==> src/hdl/mrw_pkg.sv <==
package mrw_pkg;

    // Default operand width of candidate and witness
    localparam int NUM_WIDTH_DEF = 63;

endpackage

==> src/hdl/mrw_mulmod.sv <==
module mrw_mulmod #(
    parameter int NUM_WIDTH = mrw_pkg::NUM_WIDTH_DEF
) (
    input  logic                 clk,
    input  logic                 rst_n,
    input  logic                 go,
    input  logic [NUM_WIDTH-1:0] op_x,
    input  logic [NUM_WIDTH-1:0] op_y,
    input  logic [NUM_WIDTH-1:0] modulus,
    output logic                 done,
    output logic [NUM_WIDTH-1:0] product
);

    localparam int CW = $clog2(NUM_WIDTH);

    logic                 run_reg;
    logic                 done_reg;
    logic [CW-1:0]        cnt_reg;
    logic [NUM_WIDTH-1:0] acc_reg;
    logic [NUM_WIDTH-1:0] y_reg;

    logic [NUM_WIDTH:0]   dbl;
    logic [NUM_WIDTH-1:0] dbl_red;
    logic [NUM_WIDTH:0]   sum;
    logic [NUM_WIDTH-1:0] acc_next;

    // One bit of y per cycle, most significant first: double, then add x
    always_comb
    begin
        dbl     = {acc_reg, 1'b0};
        dbl_red = (dbl >= {1'b0, modulus}) ? NUM_WIDTH'(dbl - {1'b0, modulus})
                                           : NUM_WIDTH'(dbl);
        sum     = {1'b0, dbl_red} + (y_reg[NUM_WIDTH-1] ? {1'b0, op_x}
                                                        : {(NUM_WIDTH+1){1'b0}});
        acc_next = (sum >= {1'b0, modulus}) ? NUM_WIDTH'(sum - {1'b0, modulus})
                                            : NUM_WIDTH'(sum);
    end

    always_ff @(posedge clk or negedge rst_n)
    begin
        if (!rst_n)
        begin
            run_reg  <= 1'b0;
            done_reg <= 1'b0;
            cnt_reg  <= '0;
        end
        else
        begin
            done_reg <= 1'b0;
            if (go)
            begin
                run_reg <= 1'b1;
                cnt_reg <= '0;
            end
            else if (run_reg)
            begin
                cnt_reg <= cnt_reg + CW'(1);
                if (cnt_reg == CW'(NUM_WIDTH - 1))
                begin
                    run_reg  <= 1'b0;
                    done_reg <= 1'b1;
                end
            end
        end
    end

    always_ff @(posedge clk)
    begin
        if (go)
        begin
            acc_reg <= '0;
            y_reg   <= op_y;
        end
        else if (run_reg)
        begin
            acc_reg <= acc_next;
            y_reg   <= {y_reg[NUM_WIDTH-2:0], 1'b0};
        end
    end

    assign done    = done_reg;
    assign product = acc_reg;

endmodule

==> config.mk <==
export PLATFORM = sky130hd
export DESIGN_NAME = mrw_mulmod
export DESIGN_NICKNAME = d
export VERILOG_FILES = /design/src/hdl/mrw_pkg.sv /design/src/hdl/mrw_mulmod.sv
export SDC_FILE = /design/constraint.sdc
export NUM_CORES = 1
export LEC_CHECK = 0
export BUFFER_PORTS_ARGS = -buffer_cell sky130_fd_sc_hd__buf_4
export CORE_MARGIN = 3
export CORE_UTILIZATION = 50
export CTS_CLUSTER_SIZE = 24
export DETAILED_ROUTE_END_ITERATION = 8
export PLACE_DENSITY = 0.82
export SYNTH_ARGS = -nofsm -noshare
export SYNTH_HDL_FRONTEND = slang
export SYNTH_SLANG_ARGS = --single-unit
==> constraint.sdc <==
create_clock -name clk -period 23.4 [get_ports clk]
set_input_delay 1.17 -clock clk [delete_from_list [all_inputs] [get_ports clk]]
set_output_delay 1.17 -clock clk [all_outputs]
set_load 0.02 [all_outputs]
==> flow_summary.json <==
{
  "start_util_pct": 51.3,
  "yosys_warnings": 0,
  "syn_nets": 2744,
  "core-area_um2": 35000,
  "synth_top_family_by_area": "compound AO/OA/AOI/OAI gates",
  "r2r_slack_ns": 11.60,
  "antenna_found_initial": 0,
  "htree_levels": 4,
  "fin_util_pct": 58.8,
  "synth_area_per_cell_um2": 7.61,
  "route.detailed.drc": 0,
  "num_vias": 18800,
  "timing.final.crit_share_pct": 52.6,
  "nets": 2904,
  "finalInstanceArea_um2": 20600,
  "rsz0062_at_grt": "no",
  "cts_resized": 0,
  "post-cts-setup-buffers": 0,
  "timing.slew.headroom_pct": 28.4,
  "crit_buf_inv": 4,
  "routedWlPerCell_um": 21.5,
  "synth_fa_ha_area_share_pct": 13.6,
  "clock_skew_ns": 0.0138,
  "status": "complete, no violations",
  "dr.pass1.iters": 8,
  "hold_ws_ns": 0.524,
  "ctsRootBufferMaster": "clkbuf_16",
  "grt_overflow": 0,
  "crit_family": "simple AND/OR/NAND/NOR gates",
  "seqCellArea_um2": 3360,
  "grt_max_degree": 64,
  "multiInputGateArea_um2": 13600,
  "drt_iter0_drc": 1952,
  "yosys.area_share.simple_pct": 19.0,
  "dpl_cell_area_um2": 20000,
  "cp.depth": 35,
  "gp_congestion": 0.987,
  "grtUsageTotal_pct": 32.1,
  "critPathSlowestCell": "nor4_1",
  "io_buffers": 255,
  "fill_cells": 3276,
  "die_x_um": 195,
  "fmax_ghz": 0.0813,
  "synthXorXnorAreaFrac_pct": 8.78,
  "report.final.slew_viol_count": 0,
  "cts_tree": "built",
  "r2r_cells": 33,
  "synthCells": 2358,
  "end_kind": "flip-flop",
  "synth_commonest_cells": "a21oi_1, nor2_1, ha_1",
  "cts_sinks": 134,
  "viasPerCell": 6.31,
  "setup_tns_ns": 0,
  "clkLatencyLatePin_ns": 0.45,
  "cts_buffers": 17,
  "maxCapViolCount": 0,
  "wirelength_um": 64200,
  "ys_top_cells_by_area": "ha_1, edfxtp_1, a21oi_1",
  "setup_viol": 0,
  "async_flop_share_pct": 5.97,
  "seq_area_frac_synth_pct": 18.7,
  "required_ns": 23.69,
  "grt_pass1_wl_um": 99500,
  "fin_crit_ns": 12.30,
  "ys_types": 82,
  "muxShareOfSynthArea_pct": 6.59,
  "grt_pass1_vias": 17800,
  "path_clk_slew_ns": 0.07,
  "cts-hold-fix-buffers": 0,
  "worst_pin_slew_ns": 1.06,
  "die-area_um2": 38200,
  "synth_area_um2": 18000,
  "synth_top_area_share_pct": 13.3,
  "ant_nets": 0,
  "yosys_register_bits": 134,
  "io_pins": 256,
  "synth.largest_area_cell": "ha_1",
  "synth-edff-count": 63,
  "rows": 68,
  "hold_viol": 0,
  "ctsLongestPathBuffers": 2,
  "synth_ff_type": "edfxtp_1",
  "synth_compound_area_share_pct": 27.7,
  "critPathArrivalTime_ns": 12.59,
  "synthToLayoutAreaGrowth_pct": 14.6,
  "worstHoldPathType": "primary input to async pin",
  "place_hpwl_um": 51300,
  "synth.most_common_cell": "a21oi_1",
  "drive_gt1_share_pct": 16.2,
  "start_kind": "primary input",
  "crit_path_max_fanout": 56,
  "fp.dieH_um": 195,
  "worstSetupPathType": "primary input to flip-flop",
  "cpPeakStageDelay_ns": 0.93
}
cell usage in the layout (no fill, tap or decap), types with 76 or more instances in the layout:
master,count
a21o_1,99
a21oi_1,304
and2_1,79
buf_4,267
ha_1,191
inv_1,118
nand2_1,151
nor2_1,252
o21ai_0,120
xnor2_1,104
xor2_1,76
kinds of logic after synthesis:
kind of cell	after synthesis
xor gates and xnor gates	180
DFF	134
muxes	102
adders and majority gates	194
buffers and inverters	245
and+or+nand+nor	712
AOI/OAI and AO/OA	791
per-layer routing:
layer,global-route usage (%),share of wire [%]
met1,45.8,44
met4,7.58,2.1
met5,0,0
met3,6.80,10
met2,49.8,43
worst register-to-register path, delay by kind of cell (launching register included):
kind            cells  cell delay, ns
simple gates       10            4.23
compound gates     14            3.34
buf+inv             2            1.25
fa+ha+maj           3            1.18
mux                 3            1.01
flops               1            0.39
xor+xnor            1            0.24
final cells by class:
| type | instances | share of cell area (%) |
|---|---|---|
| Antenna cell | 1 | 0.0122 |
| Clock buffer | 19 | 2.31 |
| Clock inverter | 13 | 0.663 |
| Inverter | 119 | 2.17 |
| Multi-Input combinational cell | 1979 | 66.0 |
| Sequential cell | 134 | 16.3 |
| Tap cell | 455 | 2.77 |
| Timing Repair Buffer | 267 | 9.74 |
per-stage QoR:
stage	worst slack, ns	cells
after floorplan	14.54	2358
after global placement	10.91	2954
after detailed placement	10.79	2954
after CTS	11.21	2986
after global routing	10.71	2986
final	11.10	2987
final timing paths:
| kind | startpoint | to |
|---|---|---|
| max | modulus[43] | product[55] |
| max in group asynchronous | rst_n | run_reg |
| min in group clk | product[14] | product[14] |
| max reg2reg | product[42] | product[55] |
| min reg2reg | product[14] | product[14] |
| min | rst_n | run_reg |
Power is left out: the tool's default activity adds up to more than one toggle a clock period on the data nets, which glitch-free logic cannot reach.
